==> src/sv/sct_pkg.sv <==
// Package for the sparse coordinate table: sizes, codes and transaction types.
package sct_pkg;

	// Table and grid sizes.
	localparam int CAPACITY   = 32;
	localparam int GRID_SIDE  = 8;
	localparam int LABEL_BITS = 16;

	// Derived widths.
	localparam int IDX_W = (CAPACITY > 1) ? $clog2(CAPACITY) : 1;
	localparam int CNT_W = $clog2(CAPACITY + 1);
	localparam int CRD_W = (GRID_SIDE > 1) ? $clog2(GRID_SIDE) : 1;
	localparam int LBL_W = (LABEL_BITS < 16) ? LABEL_BITS : 16;

	// Request modes; the fourth code behaves as a get.
	localparam logic [1:0] MODE_SET    = 2'd0;
	localparam logic [1:0] MODE_GET    = 2'd1;
	localparam logic [1:0] MODE_REMOVE = 2'd2;

	// Result status codes.
	localparam logic [2:0] ST_PLACED  = 3'd0;
	localparam logic [2:0] ST_UPDATED = 3'd1;
	localparam logic [2:0] ST_REMOVED = 3'd2;
	localparam logic [2:0] ST_EMPTY   = 3'd3;
	localparam logic [2:0] ST_FULL    = 3'd4;
	localparam logic [2:0] ST_RANGE   = 3'd5;
	localparam logic [2:0] ST_READ    = 3'd6;

	// One request transaction.
	typedef struct packed {
		logic [1:0]  mode;
		logic [3:0]  row;
		logic [3:0]  column;
		logic [15:0] piece_label;
	} req_t;

	// One result transaction.
	typedef struct packed {
		logic [2:0]  status;
		logic        found;
		logic [15:0] label_out;
		logic [5:0]  entry_count;
	} rsp_t;

	// One stored table entry.
	typedef struct packed {
		logic [CRD_W-1:0] row;
		logic [CRD_W-1:0] column;
		logic [LBL_W-1:0] label;
	} entry_t;

	// Status from the sequencer to the top level.
	typedef struct packed {
		logic busy;
		logic fin;
	} ctl_t;

endpackage

==> src/sv/sct_ram.sv <==
// Generic single-write, single-read RAM with a registered read port.
module sct_ram #(
	parameter int WIDTH = 8,
	parameter int DEPTH = 32,
	localparam int AW = (DEPTH > 1) ? $clog2(DEPTH) : 1
) (
	input  logic             clk,
	input  logic             we,
	input  logic [AW-1:0]    waddr,
	input  logic [WIDTH-1:0] wdata,
	input  logic [AW-1:0]    raddr,
	output logic [WIDTH-1:0] rdata
);

	logic [WIDTH-1:0] mem_q [DEPTH];
	logic [WIDTH-1:0] rdata_q;

	// Write port.
	always_ff @(posedge clk) begin
		if (we) begin
			mem_q[waddr] <= wdata;
		end
	end

	// Registered read port.
	always_ff @(posedge clk) begin
		rdata_q <= mem_q[raddr];
	end

	assign rdata = rdata_q;

endmodule

==> src/sv/sct_ctrl.sv <==
// Sequencer that scans, updates and compacts the entry RAM one entry per cycle.
module sct_ctrl (
	input  logic          clk,
	input  logic          arst_n,
	input  logic          start,
	input  sct_pkg::req_t request,
	output sct_pkg::ctl_t ctl,
	output sct_pkg::rsp_t rsp
);
	import sct_pkg::*;

	localparam logic [1:0] S_IDLE  = 2'd0;
	localparam logic [1:0] S_SCAN  = 2'd1;
	localparam logic [1:0] S_SHIFT = 2'd2;

	logic [1:0]       state_q, state_d;
	req_t             req_q, cur;
	logic [CNT_W-1:0] count_q, count_d;
	logic [CNT_W-1:0] ptr_q, ptr_d, ptr_nxt, ptr_prv;
	logic [LBL_W-1:0] cur_lab;
	logic             in_range, is_set, is_del, last, match, hit, decide, fin;
	entry_t           rdata, wdata;
	logic             we;
	logic [IDX_W-1:0] waddr, raddr;

	// Entry store.
	sct_ram #(
		.WIDTH($bits(entry_t)),
		.DEPTH(CAPACITY)
	) u_ram (
		.clk  (clk),
		.we   (we),
		.waddr(waddr),
		.wdata(wdata),
		.raddr(raddr),
		.rdata(rdata)
	);

	// The live request is used in the accepting cycle, the held copy afterwards.
	assign cur      = (state_q == S_IDLE) ? request : req_q;
	assign cur_lab  = cur.piece_label[LBL_W-1:0];
	assign in_range = (32'(cur.row) < GRID_SIDE) && (32'(cur.column) < GRID_SIDE);
	assign is_set   = (cur.mode == MODE_SET) && (cur_lab != '0);
	assign is_del   = (cur.mode == MODE_SET) || (cur.mode == MODE_REMOVE);

	// Shared coordinate comparator and scan pointer arithmetic.
	assign ptr_nxt = ptr_q + CNT_W'(1);
	assign ptr_prv = ptr_q - CNT_W'(1);
	assign last    = (ptr_nxt == count_q);
	assign match   = (rdata.row == CRD_W'(cur.row)) && (rdata.column == CRD_W'(cur.column));

	// Next-state, RAM access and result logic.
	always_comb begin
		state_d      = state_q;
		ptr_d        = ptr_q;
		count_d      = count_q;
		we           = 1'b0;
		waddr        = ptr_q[IDX_W-1:0];
		wdata.row    = CRD_W'(cur.row);
		wdata.column = CRD_W'(cur.column);
		wdata.label  = cur_lab;
		raddr        = ptr_nxt[IDX_W-1:0];
		fin          = 1'b0;
		decide       = 1'b0;
		hit          = 1'b0;
		rsp          = '0;

		unique case (state_q)
			S_IDLE: begin
				raddr = '0;
				ptr_d = '0;
				if (start) begin
					if (!in_range) begin
						fin        = 1'b1;
						rsp.status = ST_RANGE;
					end else if (count_q == '0) begin
						decide = 1'b1;
					end else begin
						state_d = S_SCAN;
					end
				end
			end
			S_SCAN: begin
				ptr_d = ptr_nxt;
				if (match || last) begin
					decide  = 1'b1;
					hit     = match;
					state_d = S_IDLE;
				end
			end
			S_SHIFT: begin
				// Move the entry read last cycle down by one place.
				we    = 1'b1;
				waddr = ptr_prv[IDX_W-1:0];
				wdata = rdata;
				ptr_d = ptr_nxt;
				if (last) begin
					fin        = 1'b1;
					rsp.status = ST_REMOVED;
					rsp.found  = 1'b1;
					count_d    = count_q - CNT_W'(1);
					state_d    = S_IDLE;
				end
			end
			default: begin
				state_d = S_IDLE;
			end
		endcase

		// Outcome once the scan has found the cell or run out of entries, or at once on an empty table.
		if (decide) begin
			fin       = 1'b1;
			rsp.found = hit;
			if (is_set) begin
				if (hit) begin
					we         = 1'b1;
					waddr      = ptr_q[IDX_W-1:0];
					rsp.status = ST_UPDATED;
				end else if (count_q >= CNT_W'(CAPACITY)) begin
					rsp.status = ST_FULL;
				end else begin
					we         = 1'b1;
					waddr      = count_q[IDX_W-1:0];
					count_d    = count_q + CNT_W'(1);
					rsp.status = ST_PLACED;
				end
			end else if (is_del) begin
				if (!hit) begin
					rsp.status = ST_EMPTY;
				end else if (last) begin
					count_d    = count_q - CNT_W'(1);
					rsp.status = ST_REMOVED;
				end else begin
					fin     = 1'b0;
					state_d = S_SHIFT;
				end
			end else begin
				rsp.status = ST_READ;
				if (hit) begin
					rsp.label_out = 16'(rdata.label);
				end
			end
		end

		rsp.entry_count = 6'(count_d);
	end

	// Control registers.
	always_ff @(posedge clk or negedge arst_n) begin
		if (!arst_n) begin
			state_q <= S_IDLE;
			ptr_q   <= '0;
			count_q <= '0;
		end else begin
			state_q <= state_d;
			ptr_q   <= ptr_d;
			count_q <= count_d;
		end
	end

	// Hold the request for the rest of the transaction.
	always_ff @(posedge clk) begin
		if (start && (state_q == S_IDLE)) begin
			req_q <= request;
		end
	end

	assign ctl.busy = (state_q != S_IDLE);
	assign ctl.fin  = fin;

endmodule

==> src/sv/sparse_coordinate_table_core.sv <==
// Top level of the sparse coordinate table: sequencer plus the result register.
// A request is taken on a clock edge with start high and busy low. A request
// with an out-of-range cell, or one that meets an empty table, needs no scan;
// otherwise the block is busy while it reads the entry RAM one entry per cycle
// through its single read port until the cell is found or the entries run out,
// and a removal then moves each later entry down one place, again one per
// cycle. The scan and the shift together visit each stored entry at most once,
// and a new request can be taken in the cycle busy falls. The result appears
// with done high for exactly one cycle, the cycle after the request finishes.
// The receiver cannot stall: it must take each result in the cycle it is
// shown.
module sparse_coordinate_table_core (
	input  logic          clk,
	input  logic          arst_n,
	input  logic          start,
	input  sct_pkg::req_t request,
	output logic          busy,
	output logic          done,
	output sct_pkg::rsp_t result
);
	import sct_pkg::*;

	ctl_t ctl;
	rsp_t rsp;
	logic done_q;
	rsp_t result_q;

	// Sequencer with its entry RAM.
	sct_ctrl u_ctrl (
		.clk    (clk),
		.arst_n (arst_n),
		.start  (start),
		.request(request),
		.ctl    (ctl),
		.rsp    (rsp)
	);

	// Result strobe.
	always_ff @(posedge clk or negedge arst_n) begin
		if (!arst_n) begin
			done_q <= 1'b0;
		end else begin
			done_q <= ctl.fin;
		end
	end

	// Result payload.
	always_ff @(posedge clk) begin
		if (ctl.fin) begin
			result_q <= rsp;
		end
	end

	assign busy   = ctl.busy;
	assign done   = done_q;
	assign result = result_q;

endmodule

==> config.mk <==
export PLATFORM = sky130hd
export DESIGN_NAME = sparse_coordinate_table_core
export DESIGN_NICKNAME = d
export VERILOG_FILES = /design/src/sv/sct_pkg.sv /design/src/sv/sct_ram.sv /design/src/sv/sct_ctrl.sv /design/src/sv/sparse_coordinate_table_core.sv
export SDC_FILE = /design/constraint.sdc
export NUM_CORES = 1
export LEC_CHECK = 0
export ABC_AREA = 1
export BUFFER_PORTS_ARGS = -buffer_cell sky130_fd_sc_hd__buf_2
export CAP_MARGIN = 0
export CELL_PAD_IN_SITES_DETAIL_PLACEMENT = 0
export CELL_PAD_IN_SITES_GLOBAL_PLACEMENT = 2
export CORE_UTILIZATION = 46
export CTS_BUF_LIST = sky130_fd_sc_hd__clkbuf_2 sky130_fd_sc_hd__clkbuf_4 sky130_fd_sc_hd__clkbuf_8
export DETAILED_ROUTE_END_ITERATION = 10
export GPL_ROUTABILITY_DRIVEN = 1
export PLACE_DENSITY_LB_ADDON = 0.1
export SLEW_MARGIN = 10
export SYNTH_ARGS = -nofsm -noshare
export SYNTH_HDL_FRONTEND = slang
export SYNTH_SLANG_ARGS = --single-unit
==> constraint.sdc <==
create_clock -name clk -period 5.1 [get_ports clk]
set_input_delay 1.02 -clock clk [delete_from_list [all_inputs] [get_ports clk]]
set_output_delay 1.02 -clock clk [all_outputs]
set_load 0.005 [all_outputs]
==> impl_metrics.env, run 1 <==
export IMPL_vias=21110
export IMPL_syn_area_um2=31970
export IMPL_area_delta_synth_final_pct=13.70
export IMPL_setup_tns_final_ns=0
export IMPL_portBuffers=56
export IMPL_track_usage=0.2573
export IMPL_drt_iter0_drc=2012
export IMPL_powerDensity_nw_per_um2=522.5
export IMPL_synthTopCellsByCount="756 x edfxtp_1, 478 x nor2_1, 375 x o21ai_0"
export IMPL_die_h_um=265.6
export IMPL_final_fill_count=5930
export IMPL_max_vdd_ir_drop_mv=0.4300
export IMPL_fp_row_count=96
export IMPL_start_kind="register"
export IMPL_start_util=0.4653
export IMPL_wl_per_cell_um=24.47
export IMPL_async_flop_share=0.01892
export IMPL_gp_congestion=0.8461
export IMPL_hold_buffers=0
export IMPL_syn_avg_cell_area_um2=12.69
export IMPL_synth_top_area_frac=0.7101
export IMPL_cts_tree="built"
export IMPL_fin_cells=3664
export IMPL_synthMostInstantiatedCell="edfxtp_1"
export IMPL_cts_resized=0
export IMPL_synth_fp_nets=2558
export IMPL_ys_seq_elements=793
export IMPL_ys_warnings_count=0
export IMPL_route_detailed_drc=0
export IMPL_syn_instance_count=2520
export IMPL_grt_max_degree=183
export IMPL_ant_nets=0
export IMPL_io_pins=57
export IMPL_yosysTopAreaCell="edfxtp_1"
export IMPL_tightest_slew_ns=1.058
export IMPL_grt_overflow=0
export IMPL_critical_path_class="reg2reg"
export IMPL_cts_setup_buffers=0
export IMPL_die_area_um2=70550
export IMPL_worstPathMaxFanout=31
export IMPL_rsz0062_at_grt="no"
export IMPL_cp_end_kind="register"
export IMPL_totalWireLength_um=89660
export IMPL_viasPerCell=5.761
export IMPL_cts_buffer_depth=3
export IMPL_ys_seq_area_frac=0.7357
export IMPL_final_min_clock_period_ns=4.397
export IMPL_h_tree_depth=4
export IMPL_grt_pass1_wl_um=134600
export IMPL_numCtsBuffers=134
export IMPL_hold_viol=0
export IMPL_status="finished, final reports clean"
export IMPL_min_path_type="in2async"
export IMPL_synth_edf_count=756
export IMPL_synth_area_top_cells="edfxtp_1 71%, o21ai_0 5.9%, nor2_1 5.6%, nand2_1 2.6%, o211ai_1 2.2%"
export IMPL_cts_root_buf="clkbuf_8"
export IMPL_fin_nets=2662
export IMPL_stdcell_area_um2=36350
export IMPL_worst_r2r_setup_slack_ns=0.70
export IMPL_cp_data_required_time_ns=5.54
export IMPL_ys_types=36
export IMPL_dpl_cell_count=3419
export IMPL_drive_gt1_frac=0.1640
export IMPL_dp_hpwl_um=49780
export IMPL_ys_flop_type="edfxtp_1"
export IMPL_grt_pass1_vias=20890
export IMPL_max_freq_mhz=227.4
export IMPL_antenna_found_initial=5
export IMPL_clkLatencyLatePin_ns=0.80
export IMPL_die_w_um=265.6
export IMPL_clock_skew_ns=0.04417
export IMPL_final_max_slew_violation_count=0
export IMPL_min_period_over_period=0.8621
export IMPL_cp_arrival_ns=4.84
export IMPL_slew_limit_headroom=0.2921
export IMPL_drv_cap=0
export IMPL_drt_pass1_iter_count=5
export IMPL_setup_viol=0
export IMPL_core_um2=68710
export IMPL_placed_area_um2=33650
export IMPL_p_leak_uw=0.01216
export IMPL_clkTransAtPathRegs_ns=0.06
export IMPL_clock_sinks=793
kinds of logic after synthesis:
kind of cell / after synthesis / synth area share
AO/OA/AOI/OAI: 684 / 0.1299
XOR/XNOR: 12 / 0.003288
adder cells (fa/ha/maj): 9 / 0.003523
buffers and inverters: 236 / 0.02990
flip-flops: 793 / 0.7357
AND/OR/NAND/NOR: 786 / 0.09773
through the flow:
stage	hold slack (ns)	power, uW	worst slack [ns]	utilization
final	0.1669	18990	0.7032	0.5290
after global routing	0.1613	19880	0.3108	0.5290
after CTS	0.1157	19130	0.6437	0.5290
after detailed placement	0.5420	13430	0.7098	0.4898
after global placement	0.5406	13370	0.9011	0.4898
after floorplan	0.5114	11340	1.159	-
path summary, 6_finish.rpt:
path / start / end / cells after the start
max in group asynchronous: arst_n / u_ctrl.ptr_q[5] / 1
setup / recovery: u_ctrl.state_q[0] / u_ctrl.u_ram.mem_q[15][3] / 20
hold / removal: arst_n / u_ctrl.count_q[0] / 1
min in group clk: request[23] / u_ctrl.req_q[23] / 1
hold reg to reg: u_ctrl.ptr_q[5] / u_ctrl.ptr_q[5] / 2
setup reg to reg: u_ctrl.state_q[0] / u_ctrl.u_ram.mem_q[15][3] / 20
layer usage:
| metal | vias up | GRT usage | part of all wire |
|---|---|---|---|
| met4 | 0 | 0.07953 | 0.020 |
| met3 | 130 | 0.03953 | 0.060 |
| met1 | 10640 | 0.3743 | 0.46 |
| li1 | 9593 | - | - |
| met2 | 750 | 0.3990 | 0.46 |
| met5 | - | 0 | 0 |
flip-flops by register name, summed over array words and instances, names as in the netlist:
signal              cells
u_ctrl.state_q          2
u_ctrl.u_ram.rdata     22
u_ctrl.ptr_q            6
u_ctrl.u_ram.mem_q    704
done                    1
result                 26
u_ctrl.req_q           26
u_ctrl.count_q          6
cells in the final DEF (no fill, tap or decap), drive strengths merged:
cell,n
o32ai,4
edfxtp,756
a31oi,23
bufinv,3
clkinvlp,5
dfrtp,15
nand4,6
ha,9
clkinv,44
nand3,56
nor2,483
o311ai,10
diode,1
nand2,231
buf,129
clkbuf,187
o211ai,92
dfxtp,22
nand3b,3
xnor2,2
o31ai,2
o21ai,379
nor3,5
o221ai,78
nor3b,1
xor2,10
or2,1
o22ai,90
a21oi,6
inv,80
layout make-up:
| type | instances | area [um^2] | area share |
|---|---|---|---|
| diodes | 1 | 2.502 | 0.00006885 |
| well taps | 931 | 1165 | 0.03205 |
| flip-flops and latches | 793 | 23520 | 0.6470 |
| inverters | 75 | 294.0 | 0.008089 |
| clock inverters | 57 | 399.1 | 0.01098 |
| clock buffers | 187 | 2292 | 0.06306 |
| multi-input cells | 1491 | 7724 | 0.2125 |
| repair buffers | 129 | 953.4 | 0.02623 |
worst max-delay path: stages (launching register included):
cell	delay [ns]
dfrtp_1	0.41
inv_1	0.10
ha_1	0.24
inv_2	0.42
nand2_1	0.23
nand2_1	0.10
nand2_1	0.05
nand2_1	0.05
nand2_1	0.08
nor2_2	0.17
nand3_2	0.29
nand2_2	0.15
inv_2	0.05
nand2_2	0.19
nand2_2	0.14
nand2_1	0.13
nand2_1	0.13
inv_2	0.12
nand3_1	0.20
nor2_2	0.42
buf_4	0.35
power by group:
group	leakage (uW)	switching, uW	internal [uW]	total (uW)
Combinational	0.00351	3910	1180	5090
Sequential	0.00722	117	8090	8210
Clock	0.00142	2610	3090	5700
Total	0.0122	6630	12400	19000
(Power assumes the default switching activity.)
==> run 2: changes to the inputs <==
clock period = 5 ns   (was 5.1 ns; I/O delays follow)
==> impl_metrics.env, run 2 (synthesis results as in run 1) <==
export IMPL_final_fill_count=5925
export IMPL_grt_pass1_vias=20770
export IMPL_cts_resized=0
export IMPL_rsz0062_at_grt="no"
export IMPL_final_common_cell="edfxtp_1"
export IMPL_layout_setup_ws_ns=0.8001
export IMPL_drive_gt1_frac=0.1641
export IMPL_crit_chain="inv_1, ha_1, inv_2, nand2_1, nand2_1, nand2_1, nand2_1, nand2_1, nor2_2, nand3_2, nand2_2, inv_2, nand2_2, nand2_2, nand2_1, nand2_1, inv_2, nand3_1, nor2_2, buf_12"
export IMPL_grt_pass1_wl_um=134000
export IMPL_cp_data_required_time_ns=5.47
export IMPL_layout_common_cells="756 x edfxtp_1, 443 x nor2_1, 354 x o21ai_0"
export IMPL_cp_top_family="simple AND/OR/NAND/NOR gates"
export IMPL_slowest_delay_ns=0.45
export IMPL_start_kind="register"
export IMPL_tightest_slew_ns=1.110
export IMPL_cp_end_kind="register"
export IMPL_worstPathMaxFanout=31
export IMPL_cts_root_buf="clkbuf_8"
export IMPL_clock_skew_ns=0.02555
export IMPL_stdcell_area_um2=36340
export IMPL_slew_limit_headroom=0.2573
export IMPL_min_path_type="in2async"
export IMPL_cts_tree="built"
export IMPL_area_delta_synth_final_pct=13.67
export IMPL_track_usage=0.2575
export IMPL_final_max_slew_violation_count=0
export IMPL_placed_area_um2=33730
export IMPL_ant_nets=0
export IMPL_core_um2=68710
export IMPL_portBuffers=56
export IMPL_path_common_cell="nand2_1"
export IMPL_route_detailed_drc=0
export IMPL_io_pins=57
export IMPL_crit_slowest_cell="nor2_2"
export IMPL_h_tree_depth=4
export IMPL_grt_overflow=0
export IMPL_setup_tns_final_ns=0
export IMPL_die_area_um2=70550
export IMPL_numCtsBuffers=137
export IMPL_clkTransAtPathRegs_ns=0.06
export IMPL_fin_nets=2671
export IMPL_setup_viol=0
export IMPL_start_util=0.4653
export IMPL_hold_buffers=0
export IMPL_die_w_um=265.6
export IMPL_status="finished, final reports clean"
export IMPL_die_h_um=265.6
export IMPL_holdWs_ns=0.1751
export IMPL_totalWireLength_um=89510
export IMPL_fp_row_count=96
export IMPL_final_min_clock_period_ns=4.200
export IMPL_p_leak_uw=0.01216
export IMPL_max_vdd_ir_drop_mv=0.5034
export IMPL_antenna_found_initial=1
export IMPL_cts_buffer_depth=3
export IMPL_drt_iter0_drc=2042
export IMPL_dpl_cell_count=3425
export IMPL_top_register="u_ctrl.u_ram.mem_q"
export IMPL_cp_arrival_ns=4.67
export IMPL_clock_sinks=793
export IMPL_crit_buf_inv=5
export IMPL_gp_congestion=0.8341
export IMPL_vias=21060
export IMPL_powerDensity_nw_per_um2=530.2
export IMPL_min_period_over_period=0.8400
export IMPL_seq_area_um2=23520
export IMPL_grt_max_degree=181
export IMPL_largest_register_ffs=704
export IMPL_drt_pass1_iter_count=5
export IMPL_dp_hpwl_um=49880
export IMPL_pre_cts_ws_ns=0.7937
export IMPL_wl_per_cell_um=24.44
export IMPL_viasPerCell=5.748
export IMPL_critical_path_class="reg2reg"
export IMPL_multi_input_area_um2=7731
export IMPL_max_freq_mhz=238.1
export IMPL_hold_viol=0
export IMPL_fin_cells=3663
export IMPL_drv_cap=0
export IMPL_cts_setup_buffers=0
export IMPL_clkLatencyLatePin_ns=0.78
run 2: cell types whose count changed in the layout (fill, tap and decap cells not counted), sizes merged:
cell,delta
clkinv,-10
buf,+6
clkbuf,+6
bufinv,-3
clkinvlp,-3
inv,+2
diode,+1
run 2: worst reg2reg max path, cell delays in order, from the launching register on:
cell	delay (ns)
dfrtp_1	0.38
inv_1	0.09
ha_1	0.22
inv_2	0.43
nand2_1	0.26
nand2_1	0.11
nand2_1	0.05
nand2_1	0.06
nand2_1	0.06
nor2_2	0.17
nand3_2	0.29
nand2_2	0.14
inv_2	0.04
nand2_2	0.19
nand2_2	0.15
nand2_1	0.12
nand2_1	0.12
inv_2	0.12
nand3_1	0.20
nor2_2	0.45
buf_12	0.23
run 2: final cells by class:
| cell class | instances | area share |
|---|---|---|
| sequential | 793 | 0.6472 |
| multi-input combinational | 1491 | 0.2128 |
| inverter | 75 | 0.008092 |
| clock buffer | 193 | 0.06484 |
| tap | 931 | 0.03206 |
| clock inverter | 43 | 0.006749 |
| antenna | 2 | 0.0001377 |
| timing repair buffer | 135 | 0.02817 |
run 2: per-stage QoR:
stage,util,total power (uW)
finish,0.5289,19270
detailed placement,0.4909,13720
global placement,0.4909,13660
CTS,0.5288,19400
global route,0.5289,20190
floorplan,-,11570
run 2: routing by layer:
layer  GRT usage  vias up  part of all wire
met5           0        -                 0
met4     0.07285        0             0.020
met3     0.04610      135             0.064
met2      0.3961      753              0.46
met1      0.3760    10560              0.46
li1            -     9606                 -
run 2: worst paths after layout:
check                                  start                   endpoint  slack, ns  depth (start not counted)
hold / removal                        arst_n          u_ctrl.state_q[1]       0.18                          1
min in group clk                 request[20]           u_ctrl.req_q[20]       0.41                          1
max in group asynchronous             arst_n            u_ctrl.ptr_q[2]       4.49                          1
hold reg to reg              u_ctrl.ptr_q[5]            u_ctrl.ptr_q[5]       0.56                          2
setup reg to reg           u_ctrl.state_q[0]  u_ctrl.u_ram.mem_q[15][6]       0.80                         20
setup / recovery           u_ctrl.state_q[0]  u_ctrl.u_ram.mem_q[15][6]       0.80                         20
run 2: power breakdown:
part | internal [uW] | leakage [uW] | switching (uW)
Sequential | 8260 | 0.00722 | 120
Combinational | 1240 | 0.00355 | 3980
Clock | 3040 | 0.00139 | 2620
Total | 12500 | 0.0122 | 6730
